### src/rtl/sca_pkg.sv
// Shared types, constants and helper functions for the sector chain allocator.
// Used by the link memory, the command sequencer and the top level.
package sca_pkg;

  localparam int ENTRIES     = 4096;
  localparam int SECTOR_BITS = 16;
  localparam int IDX_W       = $clog2(ENTRIES);
  localparam int LINK_W      = $clog2(ENTRIES + 1);
  localparam int CNT_W       = 13;
  localparam int POS_W       = 12;
  localparam int KIND_W      = 4;
  localparam int IN_DATA_W   = 48;
  localparam int OUT_DATA_W  = 32;
  localparam int APB_AW      = 3;
  localparam int APB_DW      = 32;

  typedef logic [LINK_W-1:0]      link_t;
  typedef logic [SECTOR_BITS-1:0] sect_t;

  localparam link_t END_MARK = LINK_W'(ENTRIES);

  typedef enum logic [KIND_W-1:0] {
    K_FORMAT    = 4'd0,
    K_ALLOC     = 4'd1,
    K_RELEASE   = 4'd2,
    K_NEXT      = 4'd3,
    K_APPEND    = 4'd4,
    K_NTH       = 4'd5,
    K_LAST      = 4'd6,
    K_PRED      = 4'd7,
    K_TERMINATE = 4'd8
  } kind_t;

  typedef enum logic {
    REG_DATA_BASE  = 1'b0,
    REG_DATA_COUNT = 1'b1
  } reg_idx_t;

  typedef struct packed {
    sect_t base;
    link_t n;
  } cfg_t;

  typedef struct packed {
    kind_t             kind;
    sect_t             sector;
    sect_t             chain_head;
    logic              head_present;
    logic [POS_W-1:0]  position;
  } op_t;

  typedef struct packed {
    sect_t             found;
    logic              ok;
    logic [CNT_W-1:0]  free_left;
  } res_t;

  typedef struct packed {
    logic              we;
    logic [IDX_W-1:0]  waddr;
    link_t             wdata;
    logic [IDX_W-1:0]  raddr;
  } link_req_t;

  function automatic link_t eff_count(input logic [CNT_W-1:0] dc);
    if (32'(dc) > 32'(ENTRIES)) begin
      return END_MARK;
    end
    return LINK_W'(dc);
  endfunction

  function automatic link_t to_rel(input sect_t s, input cfg_t c);
    sect_t r;
    r = s - c.base;
    if (32'(r) < 32'(c.n)) begin
      return LINK_W'(r);
    end
    return END_MARK;
  endfunction

  function automatic sect_t to_abs(input link_t rel, input cfg_t c);
    return c.base + SECTOR_BITS'(rel);
  endfunction

endpackage

### src/rtl/sca_seq.sv
// Command sequencer: runs one command at a time over the link memory.
// Holds the free-list head and count; depends on sca_pkg only.
module sca_seq import sca_pkg::*; (
  input  logic      clk,
  input  logic      rst_n,
  input  cfg_t      cfg,
  input  logic      op_valid,
  input  op_t       op,
  output logic      op_ready,
  output logic      res_valid,
  input  logic      res_take,
  output res_t      res,
  output link_req_t ram_req,
  input  link_t     ram_rdata
);

  typedef enum logic [2:0] {
    S_IDLE, S_FMT, S_RD, S_EV, S_WR, S_WR2, S_FIN
  } state_t;

  state_t            state_r, state_nxt;
  kind_t             kind_r, kind_nxt;
  link_t             srel_r, srel_nxt;
  link_t             cur_r, cur_nxt;
  link_t             cnt_r, cnt_nxt;
  logic [POS_W-1:0]  pos_r, pos_nxt;
  link_t             fh_r, fh_nxt;
  link_t             ft_r, ft_nxt;
  sect_t             found_r, found_nxt;
  logic              ok_r, ok_nxt;
  logic [IDX_W-1:0]  wa_r, wa_nxt;
  link_t             wd_r, wd_nxt;

  logic [31:0] step;
  link_t       nx;
  link_t       fh_eff;
  link_t       srel_in;
  link_t       head_in;

  always_comb begin
    step    = 32'(cnt_r) + 32'd1;
    nx      = (32'(ram_rdata) < 32'(cfg.n)) ? ram_rdata : END_MARK;
    fh_eff  = (32'(fh_r) >= 32'(cfg.n)) ? END_MARK : fh_r;
    srel_in = to_rel(op.sector, cfg);
    head_in = op.head_present ? to_rel(op.chain_head, cfg) : END_MARK;

    state_nxt = state_r;
    kind_nxt  = kind_r;
    srel_nxt  = srel_r;
    cur_nxt   = cur_r;
    cnt_nxt   = cnt_r;
    pos_nxt   = pos_r;
    fh_nxt    = fh_r;
    ft_nxt    = ft_r;
    found_nxt = found_r;
    ok_nxt    = ok_r;
    wa_nxt    = wa_r;
    wd_nxt    = wd_r;

    ram_req.we    = 1'b0;
    ram_req.waddr = wa_r;
    ram_req.wdata = wd_r;
    ram_req.raddr = cur_r[IDX_W-1:0];

    case (state_r)
      S_IDLE: begin
        if (op_valid) begin
          kind_nxt  = op.kind;
          srel_nxt  = srel_in;
          pos_nxt   = op.position;
          cnt_nxt   = '0;
          fh_nxt    = fh_eff;
          found_nxt = '0;
          ok_nxt    = 1'b0;
          state_nxt = S_FIN;
          case (op.kind)
            K_FORMAT: begin
              ok_nxt = 1'b1;
              ft_nxt = cfg.n;
              if (cfg.n != '0) begin
                fh_nxt    = '0;
                state_nxt = S_FMT;
              end else begin
                fh_nxt = END_MARK;
              end
            end
            K_ALLOC: begin
              if (fh_eff != END_MARK) begin
                cur_nxt   = fh_eff;
                state_nxt = S_RD;
              end
            end
            K_RELEASE: begin
              if (srel_in != END_MARK) begin
                wa_nxt = srel_in[IDX_W-1:0];
                wd_nxt = fh_eff;
                fh_nxt = srel_in;
                if (32'(ft_r) < 32'(cfg.n)) begin
                  ft_nxt = ft_r + link_t'(1);
                end
                ok_nxt    = 1'b1;
                state_nxt = S_WR;
              end
            end
            K_TERMINATE: begin
              if (srel_in != END_MARK) begin
                wa_nxt    = srel_in[IDX_W-1:0];
                wd_nxt    = END_MARK;
                ok_nxt    = 1'b1;
                state_nxt = S_WR;
              end
            end
            K_NEXT: begin
              if (srel_in != END_MARK) begin
                cur_nxt   = srel_in;
                state_nxt = S_RD;
              end
            end
            K_APPEND: begin
              if (head_in != END_MARK && srel_in != END_MARK) begin
                cur_nxt   = head_in;
                state_nxt = S_RD;
              end
            end
            K_NTH: begin
              if (head_in != END_MARK && 32'(op.position) < 32'(ENTRIES)) begin
                cur_nxt = head_in;
                if (op.position == '0) begin
                  found_nxt = to_abs(head_in, cfg);
                  ok_nxt    = 1'b1;
                end else begin
                  state_nxt = S_RD;
                end
              end
            end
            K_LAST: begin
              if (head_in != END_MARK) begin
                cur_nxt   = head_in;
                state_nxt = S_RD;
              end
            end
            K_PRED: begin
              if (head_in != END_MARK && srel_in != END_MARK && head_in != srel_in) begin
                cur_nxt   = head_in;
                state_nxt = S_RD;
              end
            end
            default: begin
              state_nxt = S_FIN;
            end
          endcase
        end
      end

      S_FMT: begin
        ram_req.we    = 1'b1;
        ram_req.waddr = cnt_r[IDX_W-1:0];
        ram_req.wdata = (step < 32'(cfg.n)) ? LINK_W'(step) : END_MARK;
        cnt_nxt       = LINK_W'(step);
        if (step >= 32'(cfg.n)) begin
          state_nxt = S_FIN;
        end
      end

      S_RD: begin
        state_nxt = S_EV;
      end

      S_EV: begin
        cnt_nxt   = LINK_W'(step);
        state_nxt = S_FIN;
        case (kind_r)
          K_ALLOC: begin
            fh_nxt = nx;
            if (ft_r != '0) begin
              ft_nxt = ft_r - link_t'(1);
            end
            wa_nxt    = cur_r[IDX_W-1:0];
            wd_nxt    = END_MARK;
            found_nxt = to_abs(cur_r, cfg);
            ok_nxt    = 1'b1;
            state_nxt = S_WR;
          end
          K_NEXT: begin
            if (nx != END_MARK) begin
              found_nxt = to_abs(nx, cfg);
              ok_nxt    = 1'b1;
            end
          end
          K_LAST, K_APPEND: begin
            if (nx == END_MARK) begin
              ok_nxt = 1'b1;
              if (kind_r == K_APPEND) begin
                wa_nxt    = cur_r[IDX_W-1:0];
                wd_nxt    = srel_r;
                state_nxt = S_WR;
              end else begin
                found_nxt = to_abs(cur_r, cfg);
              end
            end else if (step < 32'(ENTRIES)) begin
              cur_nxt   = nx;
              state_nxt = S_RD;
            end
          end
          K_NTH: begin
            if (nx != END_MARK) begin
              if (step == 32'(pos_r)) begin
                found_nxt = to_abs(nx, cfg);
                ok_nxt    = 1'b1;
              end else begin
                cur_nxt   = nx;
                state_nxt = S_RD;
              end
            end
          end
          K_PRED: begin
            if (nx != END_MARK && step < 32'(ENTRIES)) begin
              if (nx == srel_r) begin
                found_nxt = to_abs(cur_r, cfg);
                ok_nxt    = 1'b1;
              end else begin
                cur_nxt   = nx;
                state_nxt = S_RD;
              end
            end
          end
          default: begin
            state_nxt = S_FIN;
          end
        endcase
      end

      S_WR: begin
        ram_req.we = 1'b1;
        state_nxt  = (kind_r == K_APPEND) ? S_WR2 : S_FIN;
      end

      S_WR2: begin
        ram_req.we    = 1'b1;
        ram_req.waddr = srel_r[IDX_W-1:0];
        ram_req.wdata = END_MARK;
        state_nxt     = S_FIN;
      end

      S_FIN: begin
        if (res_take) begin
          state_nxt = S_IDLE;
        end
      end

      default: begin
        state_nxt = S_IDLE;
      end
    endcase
  end

  always_ff @(posedge clk) begin
    if (!rst_n) begin
      state_r <= S_IDLE;
      fh_r    <= END_MARK;
      ft_r    <= '0;
      ok_r    <= 1'b0;
    end else begin
      state_r <= state_nxt;
      fh_r    <= fh_nxt;
      ft_r    <= ft_nxt;
      ok_r    <= ok_nxt;
    end
    kind_r  <= kind_nxt;
    srel_r  <= srel_nxt;
    cur_r   <= cur_nxt;
    cnt_r   <= cnt_nxt;
    pos_r   <= pos_nxt;
    found_r <= found_nxt;
    wa_r    <= wa_nxt;
    wd_r    <= wd_nxt;
  end

  assign op_ready      = (state_r == S_IDLE);
  assign res_valid     = (state_r == S_FIN);
  assign res.found     = found_r;
  assign res.ok        = ok_r;
  assign res.free_left = CNT_W'(ft_r);

endmodule

### config.mk
export PLATFORM = sky130hd
export DESIGN_NAME = sca_seq
export DESIGN_NICKNAME = d
export VERILOG_FILES = /design/src/rtl/sca_pkg.sv /design/src/rtl/sca_seq.sv
export SDC_FILE = /design/constraint.sdc
export NUM_CORES = 1
export LEC_CHECK = 0
export ABC_AREA = 0
export BUFFER_PORTS_ARGS = -buffer_cell sky130_fd_sc_hd__buf_2
export CAP_MARGIN = 20
export CELL_PAD_IN_SITES_DETAIL_PLACEMENT = 0
export CELL_PAD_IN_SITES_GLOBAL_PLACEMENT = 1
export CORE_MARGIN = 4
export CORE_UTILIZATION = 45
export DETAILED_ROUTE_END_ITERATION = 6
export GPL_ROUTABILITY_DRIVEN = 0
export MAX_ROUTING_LAYER = met4
export PLACE_DENSITY_LB_ADDON = 0.1
export SLEW_MARGIN = 20
export SYNTH_ARGS = -nofsm -noshare
export SYNTH_HDL_FRONTEND = slang
export SYNTH_SLANG_ARGS = --single-unit
### constraint.sdc
create_clock -name clk -period 9 [get_ports clk]
set_input_delay 1.8 -clock clk [delete_from_list [all_inputs] [get_ports clk]]
set_output_delay 1.8 -clock clk [all_outputs]
set_load 0.05 [all_outputs]
==> results <==
- The run finished with clean final reports.
- When the netlist entered floorplanning its net count stood at 1830.
- The worst-case setup margin in the final layout is 0.911 ns.
- The maximum level of the CTS H-tree is 4.
- The total of max-cap violations is 0.
- The combined global-route utilization of all metal layers is 31.0%.
- The worst hold path cell count is 1.
- The total area of multi-input combinational cells is 8770 um^2.
- The count of yosys warnings during synthesis is 0.
- In this run the tightest slew margin relative to its limit is 28.2%.
- The total number of nets in the final design is 1951.
- The share of synthesized area occupied by flip-flops and latches is 26.7%.
- Per report_power, the combinational group accounts for 53.1% of the total.
- The number of DRC violations after detailed routing is 0.
- The row count is 62.
- Buffers inserted to repair hold after CTS numbered 0.
- Counting flops with a built-in enable in the synthesized netlist gives 96.
- 165 I/O pins were placed.
- In the layout the commonest cells are sky130_fd_sc_hd__nand2_1, sky130_fd_sc_hd__buf_2, sky130_fd_sc_hd__ha_1.
- The arrival time of the worst setup path is 8.26 ns.
- The count of buffers added by post-CTS timing repair for setup is 0.
- The critical-path maximum fanout is 12.
- The TritonCTS clock tree is done.
- The register-to-register path setup slack is 4.58 ns.
- The internal portion of the total power is 0.00201 W.
- The register area is 3480 um^2.
- The setup slack after placement is 0.696 ns.
- The overall die height is 178 um.
- Once the floorplan was initialized, standard cells occupied 45.5% of the core.
- Dividing the detail-routed wire length by the instance count gives 23.2 um.
- Measured in cells, the most critical reg-to-reg path has a length of 10.
- Counting every instance in the synthesized netlist gives 1598.
- Setup repair after global routing left no endpoint under its margin.
- The clock skew is 0.0120 ns.
- For this run, the leading register cell type out of synthesis is sky130_fd_sc_hd__edfxtp_1.
- Measured on the finished design, the core utilization comes to 51.7%.
- The proportion of register bits with asynchronous set or reset after synthesis is 0%.
- The stage delay of the slowest cell on the critical path is 0.54 ns.
- The path class of the tightest hold or removal check is flop to flop.
- The critical path is of the input pin to flop type.
- The remaining antenna violation count after routing is 0.
- The areal power density over the cells is 269 nW/um^2.
- The buffer type at the clock tree root is sky130_fd_sc_hd__clkbuf_16.
- Leaving out fill and tap cells, the most frequent cell in the layout is sky130_fd_sc_hd__nand2_1.
- Counting flops and latches in the post-synthesis netlist gives 126.
- The count of input and output buffers is 164.
- The worst vdd rail ir drop is 0.000116 V.
- The sequential share of power is 26.2%.
- The slowest stage cell on the critical path is sky130_fd_sc_hd__a311oi_1.
- The share of the clock period used by the worst path is 89.9%.
- Fill cells in the final layout number 2838.
- The clock insertion delay at the later pin of the skew report is 0.43 ns.
- The analysis attributes to net switching a power of 0.00197 W.
- In this run the static leakage power is 6.43 nW.
- The area growth from synthesis to layout is 13.6%.
- The critical path depth is 26.
- The worst setup path is captured at a flop.
- The number of buffers and inverters on the critical path is 2.
- Grouping stages by cell kind, the critical path spends the most delay in compound AO/OA/AOI/OAI gates.
- The average cell area after synthesis is 8.16 um^2.
- The sum of net half-perimeters after detailed placement is 38.0 mm.
- Timing would allow up to 124 MHz.
- Summed over all layers, the routed wires come to 49.1 mm.
- The first detailed-routing pass ran for 6 iterations.
- Summing over every cut layer, the via total after detailed routing is 13200.
- The type of origin of the critical path is an input pin.
- The cell repeated most along the worst path is sky130_fd_sc_hd__ha_1.
- Using the TritonRoute via totals, the vias-per-cell ratio works out to 6.23.
- For the worst setup path, the data required time is 9.17 ns.
- The number of failing setup endpoints in the final timing report is 0.
- The number of different library cells used by synthesis comes to 98.
- Entering global routing, the biggest net connects 72 pins.
- The number of endpoints with negative hold slack in the final report was 0.
- The floorplan die area is 31700 um^2.
- Cells with a size suffix above 1 make up 15.6% of the layout.
- After the first detailed-routing iteration, the DRC count stood at 1269.
- Clock tree synthesis found a total of 126 sinks.
- The clock network is responsible for 20.7% of the overall power.
- The post-cts repair resize count is 0.
- The initial antenna violation count was 1.
- The number of global-route vias before repair was 12200.
- After clock tree synthesis, the clock-pin slew on the worst setup and hold paths is 0.06 ns.
- The first global-routing pass estimated 73.1 mm of wire.
- Summing every instance area after synthesis gives 13000 um^2.
- The final count of pins violating max slew is 0.
- The worst-margin pin slew is 1.07 ns.
- The maximum number of buffers from clock root to sink is 2.
- The floorplan step set the die width to 178 um.
- The switching share of power is 49.4%.
- In this run the standard cell core region covers 28600 um^2.
- The number of clock buffers added by TritonCTS is 17.
- The post-layout minimum cycle time is 8.09 ns.
- Summed over all failing endpoints, the final setup total negative slack is 0 ns.
- For this run the aggregate overflow at the end of global routing stands at 0.
==> through the flow <==
stage	power (W)	hold slack, ns	std cells	cell area, um^2
after global routing	0.00419	0.575	2117	14800
after global placement	0.00311	0.547	2084	14100
after floorplan	0.00254	0.473	1598	13000
final	0.00398	0.566	2117	14800
after detailed placement	0.00313	0.551	2084	14100
after CTS	0.00396	0.565	2116	14800
==> Yosys cell counts, drive strengths merged, types with 27 or more instances <==
master | instances | area share (%)
nor2 | 129 | 3.8
nand3 | 38 | 1.5
xnor2 | 43 | 3.0
o21ai | 106 | 4.1
nand2 | 179 | 5.2
dfxtp | 30 | 4.6
buf | 32 | 1.7
clkbuf | 54 | 1.6
a21o | 40 | 2.3
xor2 | 38 | 2.6
inv | 103 | 3.0
a21oi | 125 | 4.9
ha | 134 | 13
nand4 | 27 | 1.4
edfxtp | 96 | 22
nor3 | 30 | 1.3
==> layout make-up <==
| cell class | count | area share, % |
|---|---|---|
| Clock inverter | 15 | 1.73 |
| Multi-Input combinational cell | 1283 | 59.2 |
| Sequential cell | 126 | 23.5 |
| Tap cell | 384 | 3.24 |
| Timing Repair Buffer | 188 | 6.76 |
| Antenna cell | 1 | 0.0169 |
| Clock buffer | 17 | 2.87 |
| Inverter | 103 | 2.61 |
==> power groups by stage <==
| stage | combinational, W | sequential, W | clock [W] |
|---|---|---|---|
| after floorplan | 0.00143 | 0.00111 | 0 |
| after global placement | 0.00207 | 0.00105 | 0 |
| after detailed placement | 0.00208 | 0.00105 | 0 |
| after CTS | 0.00209 | 0.00103 | 0.000828 |
| after global routing | 0.00228 | 0.00106 | 0.000850 |
| final | 0.00211 | 0.00104 | 0.000824 |
==> path summary, 6_finish.rpt <==
check                     end  startpoint
hold / removal           ok_r        ok_r
hold reg to reg          ok_r        ok_r
setup / recovery  found_r[15]     cfg[13]
setup reg to reg  found_r[14]    cnt_r[0]
==> layer usage <==
layer,global-route usage (%),up-vias,routed length [um]
li1,-,6198,-
met1,43.2,6241,21800
met2,47.0,650,21600
met3,5.26,94,4520
met4,8.22,0,1190
met5,-,-,0
==> kinds of logic after synthesis <==
group	Yosys count	share of synthesized area [%]
muxes	21	1.63
buffers and inverters	189	6.18
DFF	126	26.7
xor gates and xnor gates	81	5.64
adders and majority gates	139	13.5
and+or+nand+nor	541	20.4
AOI/OAI and AO/OA	501	25.9
==> state kept, by name, indices dropped and copies added (netlist names), 3 cells and up <==
register  flops
fh_r         13
pos_r        12
cnt_r        13
ft_r         13
cur_r        13
wa_r         12
found_r      16
state_r       3
wd_r         13
kind_r        4
srel_r       13
(Power assumes the default switching activity.)
